### config.mk
export PLATFORM = sky130hd
export DESIGN_NAME = rijndael_256bit_key_expansion
export DESIGN_NICKNAME = d
export VERILOG_FILES = /design/src/hdl/kexp_pkg.sv /design/src/hdl/kexp_front.sv /design/src/hdl/kexp_back.sv /design/src/hdl/rijndael_256bit_key_expansion.sv
export SDC_FILE = /design/constraint.sdc
export NUM_CORES = 2
export LEC_CHECK = 0
export ABC_AREA = 1
export BUFFER_PORTS_ARGS = -buffer_cell sky130_fd_sc_hd__buf_4
export CAP_MARGIN = 20
export CORE_ASPECT_RATIO = 1.1
export CORE_MARGIN = 2
export CORE_UTILIZATION = 55
export CTS_CLUSTER_DIAMETER = 80
export CTS_CLUSTER_SIZE = 14
export DETAILED_ROUTE_END_ITERATION = 6
export PLACE_DENSITY = 0.71
export SLEW_MARGIN = 0
export SYNTH_ARGS = -nofsm -noshare
export SYNTH_HDL_FRONTEND = slang
export SYNTH_SLANG_ARGS = --single-unit
### constraint.sdc
create_clock -name clk -period 47.6 [get_ports clk]
set_input_delay 2.38 -clock clk [delete_from_list [all_inputs] [get_ports clk]]
set_output_delay 2.38 -clock clk [all_outputs]
set_load 0.02 [all_outputs]
### src/hdl/kexp_pkg.sv
// ----------------------------------------------------------------------------
// Key expansion package
// Shared types, the S-box table and the round constant lookup for the
// extended 256-bit key schedule.
// ----------------------------------------------------------------------------
package kexp_pkg;

	localparam int IDX_W = 5;
	localparam int MAX_ROUND_KEYS = 30;
	localparam int MIN_ROUND_KEYS = 2;

	typedef logic [IDX_W-1:0] idx_t;

	typedef struct packed {
		logic [63:0] w3;
		logic [63:0] w2;
		logic [63:0] w1;
		logic [63:0] w0;
	} cipher_key_t;

	localparam logic [7:0] SBOX [256] = '{
		8'h63,8'h7c,8'h77,8'h7b,8'hf2,8'h6b,8'h6f,8'hc5,8'h30,8'h01,8'h67,8'h2b,8'hfe,8'hd7,8'hab,8'h76,
		8'hca,8'h82,8'hc9,8'h7d,8'hfa,8'h59,8'h47,8'hf0,8'had,8'hd4,8'ha2,8'haf,8'h9c,8'ha4,8'h72,8'hc0,
		8'hb7,8'hfd,8'h93,8'h26,8'h36,8'h3f,8'hf7,8'hcc,8'h34,8'ha5,8'he5,8'hf1,8'h71,8'hd8,8'h31,8'h15,
		8'h04,8'hc7,8'h23,8'hc3,8'h18,8'h96,8'h05,8'h9a,8'h07,8'h12,8'h80,8'he2,8'heb,8'h27,8'hb2,8'h75,
		8'h09,8'h83,8'h2c,8'h1a,8'h1b,8'h6e,8'h5a,8'ha0,8'h52,8'h3b,8'hd6,8'hb3,8'h29,8'he3,8'h2f,8'h84,
		8'h53,8'hd1,8'h00,8'hed,8'h20,8'hfc,8'hb1,8'h5b,8'h6a,8'hcb,8'hbe,8'h39,8'h4a,8'h4c,8'h58,8'hcf,
		8'hd0,8'hef,8'haa,8'hfb,8'h43,8'h4d,8'h33,8'h85,8'h45,8'hf9,8'h02,8'h7f,8'h50,8'h3c,8'h9f,8'ha8,
		8'h51,8'ha3,8'h40,8'h8f,8'h92,8'h9d,8'h38,8'hf5,8'hbc,8'hb6,8'hda,8'h21,8'h10,8'hff,8'hf3,8'hd2,
		8'hcd,8'h0c,8'h13,8'hec,8'h5f,8'h97,8'h44,8'h17,8'hc4,8'ha7,8'h7e,8'h3d,8'h64,8'h5d,8'h19,8'h73,
		8'h60,8'h81,8'h4f,8'hdc,8'h22,8'h2a,8'h90,8'h88,8'h46,8'hee,8'hb8,8'h14,8'hde,8'h5e,8'h0b,8'hdb,
		8'he0,8'h32,8'h3a,8'h0a,8'h49,8'h06,8'h24,8'h5c,8'hc2,8'hd3,8'hac,8'h62,8'h91,8'h95,8'he4,8'h79,
		8'he7,8'hc8,8'h37,8'h6d,8'h8d,8'hd5,8'h4e,8'ha9,8'h6c,8'h56,8'hf4,8'hea,8'h65,8'h7a,8'hae,8'h08,
		8'hba,8'h78,8'h25,8'h2e,8'h1c,8'ha6,8'hb4,8'hc6,8'he8,8'hdd,8'h74,8'h1f,8'h4b,8'hbd,8'h8b,8'h8a,
		8'h70,8'h3e,8'hb5,8'h66,8'h48,8'h03,8'hf6,8'h0e,8'h61,8'h35,8'h57,8'hb9,8'h86,8'hc1,8'h1d,8'h9e,
		8'he1,8'hf8,8'h98,8'h11,8'h69,8'hd9,8'h8e,8'h94,8'h9b,8'h1e,8'h87,8'he9,8'hce,8'h55,8'h28,8'hdf,
		8'h8c,8'ha1,8'h89,8'h0d,8'hbf,8'he6,8'h42,8'h68,8'h41,8'h99,8'h2d,8'h0f,8'hb0,8'h54,8'hbb,8'h16
	};

	function automatic logic [7:0] rcon(input logic [3:0] sel);
		logic [7:0] r;
		case (sel)
			4'd0: r = 8'h01;
			4'd1: r = 8'h02;
			4'd2: r = 8'h04;
			4'd3: r = 8'h08;
			4'd4: r = 8'h10;
			4'd5: r = 8'h20;
			4'd6: r = 8'h40;
			4'd7: r = 8'h80;
			4'd8: r = 8'h1b;
			4'd9: r = 8'h36;
			4'd10: r = 8'h6c;
			4'd11: r = 8'hd8;
			4'd12: r = 8'hab;
			4'd13: r = 8'h4d;
			default: r = 8'h00;
		endcase
		return r;
	endfunction

	function automatic logic [31:0] sub_word(input logic [31:0] w);
		return {SBOX[w[31:24]], SBOX[w[23:16]], SBOX[w[15:8]], SBOX[w[7:0]]};
	endfunction

endpackage

### src/hdl/kexp_front.sv
// ----------------------------------------------------------------------------
// Key expansion front end
// Accepts cipher key requests into a two-entry queue that feeds the
// round key generator.
// ----------------------------------------------------------------------------
module kexp_front (
	input  logic                  clk,
	input  logic                  arst_n,
	input  logic                  key_valid,
	output logic                  key_stall,
	input  kexp_pkg::cipher_key_t key_in,
	output kexp_pkg::cipher_key_t key_out,
	output logic                  head_valid,
	input  logic                  head_pop
);

	kexp_pkg::cipher_key_t ent_q [2];
	logic       wr_ptr_q;
	logic       rd_ptr_q;
	logic [1:0] cnt_q;
	logic       push;

	assign key_stall  = (cnt_q == 2'd2);
	assign push       = key_valid & ~key_stall;
	assign head_valid = (cnt_q != 2'd0);
	assign key_out    = ent_q[rd_ptr_q];

	always_ff @(posedge clk) begin
		if (push) begin
			ent_q[wr_ptr_q] <= key_in;
		end
	end

	always_ff @(posedge clk or negedge arst_n) begin
		if (!arst_n) begin
			wr_ptr_q <= 1'b0;
			rd_ptr_q <= 1'b0;
			cnt_q    <= 2'd0;
		end else begin
			if (push) begin
				wr_ptr_q <= ~wr_ptr_q;
			end
			if (head_pop) begin
				rd_ptr_q <= ~rd_ptr_q;
			end
			case ({push, head_pop})
				2'b10:   cnt_q <= cnt_q + 2'd1;
				2'b01:   cnt_q <= cnt_q - 2'd1;
				default: cnt_q <= cnt_q;
			endcase
		end
	end

endmodule

### src/hdl/kexp_back.sv
// ----------------------------------------------------------------------------
// Key expansion back end
// One 128-bit round key per cycle unless stalled: two from the cipher key,
// then each from the prior two, held in an output register until taken.
// ----------------------------------------------------------------------------
module kexp_back #(
	parameter int NUM_ROUND_KEYS = 30
) (
	input  logic                  clk,
	input  logic                  arst_n,
	input  kexp_pkg::cipher_key_t key_in,
	input  logic                  head_valid,
	output logic                  head_pop,
	output logic                  round_valid,
	input  logic                  round_stall,
	output kexp_pkg::idx_t        round_index,
	output logic [63:0]           round_key_low,
	output logic [63:0]           round_key_high,
	output logic                  last_key
);

	localparam int TOTAL = (NUM_ROUND_KEYS < kexp_pkg::MIN_ROUND_KEYS) ?
		kexp_pkg::MIN_ROUND_KEYS : ((NUM_ROUND_KEYS > kexp_pkg::MAX_ROUND_KEYS) ?
		kexp_pkg::MAX_ROUND_KEYS : NUM_ROUND_KEYS);
	localparam kexp_pkg::idx_t LAST_IDX = kexp_pkg::idx_t'(TOTAL - 1);

	logic           busy_q;
	kexp_pkg::idx_t idx_q;
	logic [127:0]   ka_q;
	logic [127:0]   kb_q;
	logic           adv;
	logic [31:0]    t_sub;
	logic [31:0]    t_mix;
	logic [31:0]    w0, w1, w2, w3;
	logic [127:0]   next_key;

	assign adv      = ~round_valid | ~round_stall;
	assign head_pop = adv & ~busy_q & head_valid;

	assign t_sub = kexp_pkg::sub_word(kb_q[127:96]);
	assign t_mix = idx_q[0] ? t_sub :
		({t_sub[7:0], t_sub[31:8]} ^ {24'h0, kexp_pkg::rcon(idx_q[4:1] - 4'd1)});
	assign w0 = ka_q[31:0] ^ t_mix;
	assign w1 = ka_q[63:32] ^ w0;
	assign w2 = ka_q[95:64] ^ w1;
	assign w3 = ka_q[127:96] ^ w2;
	assign next_key = (idx_q == kexp_pkg::idx_t'(1)) ? kb_q : {w3, w2, w1, w0};

	always_ff @(posedge clk) begin
		if (head_pop) begin
			ka_q           <= {key_in.w1, key_in.w0};
			kb_q           <= {key_in.w3, key_in.w2};
			round_key_low  <= key_in.w0;
			round_key_high <= key_in.w1;
		end else if (adv && busy_q) begin
			if (idx_q != kexp_pkg::idx_t'(1)) begin
				ka_q <= kb_q;
				kb_q <= next_key;
			end
			round_key_low  <= next_key[63:0];
			round_key_high <= next_key[127:64];
		end
	end

	always_ff @(posedge clk or negedge arst_n) begin
		if (!arst_n) begin
			busy_q      <= 1'b0;
			idx_q       <= '0;
			round_valid <= 1'b0;
			round_index <= '0;
			last_key    <= 1'b0;
		end else if (adv) begin
			round_valid <= busy_q | head_valid;
			if (busy_q) begin
				round_index <= idx_q;
				last_key    <= (idx_q == LAST_IDX);
				busy_q      <= (idx_q != LAST_IDX);
				idx_q       <= idx_q + kexp_pkg::idx_t'(1);
			end else if (head_valid) begin
				round_index <= '0;
				last_key    <= 1'b0;
				busy_q      <= 1'b1;
				idx_q       <= kexp_pkg::idx_t'(1);
			end
		end
	end

endmodule

### src/hdl/rijndael_256bit_key_expansion.sv
// ----------------------------------------------------------------------------
// Extended 256-bit key expansion
// Turns each cipher key request into a run of 128-bit round keys.
// ----------------------------------------------------------------------------
//  Channel  Direction  Handshake               Payload
//  key      in         key_valid / key_stall   key_bytes_0_7 .. key_bytes_24_31
//  round    out        round_valid / round_stall
//                                              round_index, round_key_low,
//                                              round_key_high, last_key
//
// Each request yields NUM_ROUND_KEYS results, clamped to 2 .. 30, one per
// cycle from the round key generator while round_stall is low, and
// runs follow each other with no gap. A two-entry queue takes new requests
// while the generator works. The output register holds a result while
// round_stall is high and the generator waits behind it. Reset clears
// the queue and the generator; no clearing pass is needed.
module rijndael_256bit_key_expansion #(
	parameter int NUM_ROUND_KEYS = 30
) (
	input  logic        clk,
	input  logic        arst_n,
	input  logic        key_valid,
	output logic        key_stall,
	input  logic [63:0] key_bytes_0_7,
	input  logic [63:0] key_bytes_8_15,
	input  logic [63:0] key_bytes_16_23,
	input  logic [63:0] key_bytes_24_31,
	output logic        round_valid,
	input  logic        round_stall,
	output logic [4:0]  round_index,
	output logic [63:0] round_key_low,
	output logic [63:0] round_key_high,
	output logic        last_key
);

	kexp_pkg::cipher_key_t key_in;
	kexp_pkg::cipher_key_t key_head;
	logic                  head_valid;
	logic                  head_pop;

	assign key_in = '{w3: key_bytes_24_31, w2: key_bytes_16_23,
		w1: key_bytes_8_15, w0: key_bytes_0_7};

	kexp_front u_front (
		.clk        (clk),
		.arst_n     (arst_n),
		.key_valid  (key_valid),
		.key_stall  (key_stall),
		.key_in     (key_in),
		.key_out    (key_head),
		.head_valid (head_valid),
		.head_pop   (head_pop)
	);

	kexp_back #(
		.NUM_ROUND_KEYS (NUM_ROUND_KEYS)
	) u_back (
		.clk            (clk),
		.arst_n         (arst_n),
		.key_in         (key_head),
		.head_valid     (head_valid),
		.head_pop       (head_pop),
		.round_valid    (round_valid),
		.round_stall    (round_stall),
		.round_index    (round_index),
		.round_key_low  (round_key_low),
		.round_key_high (round_key_high),
		.last_key       (last_key)
	);

endmodule

==> impl_metrics.json <==
{
  "ys_seq_elements": 913,
  "drc_errors": 4,
  "cp_data_arrival_time_ps": 7160,
  "status": "finished, violations left",
  "fin_crit_sh_pct": 14.5,
  "relSlewSlack_pct": 18.5,
  "slowest_stage": "nor2_4",
  "die_x_um": 290,
  "rsz0062_at_grt": "no",
  "path_delay_family": "buffers and inverters",
  "cts.path.max_buffers": 3,
  "yosysWarnings": 0,
  "ctsHoldBuffers": 0,
  "rows": 115,
  "path_depth": 10,
  "reg2reg_depth": 9,
  "min_period_ps": 6900,
  "netlist_area_um2": 49500,
  "cp_cell_sequence": "buf_4 -> nand2_1 -> inv_1 -> nor3_4 -> inv_8 -> nand2_4 -> inv_1 -> nor2_4 -> buf_12 -> buf_4",
  "worstPathRequired_ps": 47870,
  "core_um2": 89400,
  "critPathBufInv": 6,
  "crit_start": "round_stall",
  "violations": "design-rule violations",
  "cap_violations": 0,
  "ys_seq_area_share_pct": 55.2,
  "cts_resized": 0,
  "r2r_start": "u_back.round_valid",
  "grt_pass1_wl_um": 273000,
  "gr-total-overflow": 0,
  "skew_ps": 31.3,
  "drtIter0Drc": 7064,
  "initial_core_util_pct": 55.4,
  "wl_per_cell_um": 28.2,
  "timing.fmax_mhz": 145,
  "drive_above_1_share_pct": 14.6,
  "synth_nets": 5590,
  "die_area_um2": 92400,
  "endpoint_kind": "flop",
  "synth_edf_count": 896,
  "hp-class": "flop to flop",
  "synthFlopType": "edfxtp_1",
  "postSynthAreaPerCell_um2": 9.41,
  "htreeDepth": 3,
  "ant_nets": 0,
  "vias_per_cell": 6.48,
  "routabilityCongestion": 1.09,
  "grt_pass1_vias": 41400,
  "wirelength_um": 189000,
  "cts_tree": "yes",
  "numCtsBuffers": 77,
  "cts.clk_slew.worst_paths_ps": 60,
  "ff2ff_setup_slack_ps": 42150,
  "grt_max_degree": 177,
  "maxSlewViolCount": 0,
  "syn_to_final_growth_pct": 11.7,
  "syn_inst": 5262,
  "r2r_end": "u_back.kb_q[40]",
  "dpl_cell_area_um2": 53100,
  "finalHoldViolations": 0,
  "tightestPinTransition_ps": 1220,
  "post_cts_buffers": 0,
  "layout.nets": 5838,
  "hold_ws_ps": 545,
  "first_pass_iters": 7,
  "clk_latency_ps": 670,
  "final_area_um2": 55300,
  "slowest_delay_ps": 940,
  "worstPathMaxFanout": 154,
  "vias": 43400,
  "clockRootBuffer": "clkbuf_16",
  "cts.sink_count": 913,
  "antenna_found_initial": 9,
  "synth.distinct_cells": 45,
  "hpwlAfterDp_um": 133000,
  "critPathCapture": "u_back.kb_q[40]",
  "async_flop_share_pct": 1.86,
  "fin_setup_tns_ps": 0,
  "grt_usage_pct": 39.7,
  "finalSetupViolCount": 0,
  "numPortBuffers": 395,
  "cp-start-kind": "primary input",
  "io_pins": 396,
  "die_height_um": 319,
  "path_class": "primary input to flop"
}
## kinds of logic after synthesis
family	share of synthesized area [%]
simple gates	23.5
buf+inv	5.22
compound gates	8.68
xor+xnor	0.0708
fa+ha+maj	1.72
mux	5.58
flops	55.2
## per-stage QoR
step	setup slack, ps	utilization, %	std cells
global route	40420	61.9	6701
CTS	40690	61.9	6697
finish	40700	61.9	6701
detailed placement	40030	59.5	6600
global placement	40160	59.5	6600
floorplan	29670	-	5262
## final cells by class
cell class / instances / area (um^2)
tap: 1170 / 1460
timing repair buffer: 456 / 3460
clock buffer: 87 / 2010
antenna: 3 / 7.51
sequential: 913 / 27300
fill: 7374 / 34000
inverter: 328 / 1250
clock inverter: 10 / 141
multi-input combinational: 3734 / 19700
## worst min path at each step
stage	from	end	slack [ps]	depth (start not counted)
final	u_back.last_key	u_back.last_key	550	2
after global routing	u_back.kb_q[13]	u_back.ka_q[13]	580	2
after CTS	u_back.last_key	u_back.last_key	530	2
after detailed placement	u_back.last_key	u_back.last_key	520	2
after global placement	u_back.last_key	u_back.last_key	520	2
after floorplan	u_front.cnt_q[0]	u_front.cnt_q[0]	520	1
## synthesized netlist by cell type (5+ instances only)
library cell | n | area share [%]
buf_1 | 27 | 0.20
a32oi_1 | 14 | 0.25
buf_4 | 14 | 0.21
nand2_2 | 25 | 0.32
buf_6 | 11 | 0.25
ha_1 | 68 | 1.7
mux2i_1 | 97 | 2.0
buf_2 | 88 | 0.89
nand3_1 | 928 | 9.4
edfxtp_1 | 896 | 54
o21ai_0 | 299 | 3.0
dfrtp_1 | 17 | 0.86
inv_1 | 292 | 2.2
nand2_4 | 5 | 0.11
a22oi_1 | 23 | 0.35
a31oi_1 | 23 | 0.29
o221ai_1 | 25 | 0.44
mux2_2 | 159 | 3.6
o21ai_1 | 36 | 0.36
clkinv_1 | 8 | 0.061
o31ai_1 | 7 | 0.11
a21oi_1 | 113 | 1.1
clkbuf_1 | 145 | 1.1
o211ai_1 | 143 | 2.2
o22ai_1 | 26 | 0.33
nor3_1 | 14 | 0.14
inv_2 | 25 | 0.19
nor2_2 | 17 | 0.21
nand3b_1 | 29 | 0.44
nand4_1 | 21 | 0.27
nor2_1 | 165 | 1.3
nand2_1 | 1469 | 11
nor2_4 | 6 | 0.14
## flip-flops by register name, summed over array words and instances, names as in the netlist
name,count
u_back.kb_q,128
u_back.round_key_high,64
u_back.round_key_low,64
u_back.busy_q,1
u_back.round_index,5
u_back.ka_q,128
u_back.last_key,1
u_back.round_valid,1
u_front.cnt_q,2
u_back.idx_q,5
u_front.rd_ptr_q,1
u_front.ent_q,512
u_front.wr_ptr_q,1
## routing by layer
metal,track usage [%],part of all wire [%],wire length [um]
met1,52.2,38,70900
met2,61.5,45,85000
met3,8.83,11,20700
met4,22.0,6.4,12100
met5,0,0.042,80
## worst reg2reg max path, cell delays in order (launching register included)
cell and delay, ps:
dfrtp_1 380, nand2_1 140, inv_1 110, nor3_4 240, inv_8 220, nand2_4 780
inv_1 480, nor2_4 940, buf_12 640, buf_4 1010
## placed cells by master, fill, tap and decap left out, types with 36 or more instances in the layout
master     count
nand2_1     1468
nand3_1      928
edfxtp_1     896
buf_4        453
o21ai_0      299
inv_1        291
nor2_1       160
mux2_2       159
o211ai_1     143
a21oi_1      113
mux2i_1       97
clkbuf_16     79
ha_1          68
o21ai_1       36
Power is not shown: default switching activity piles up to over one toggle a cycle in this logic, so the estimate is an artifact.
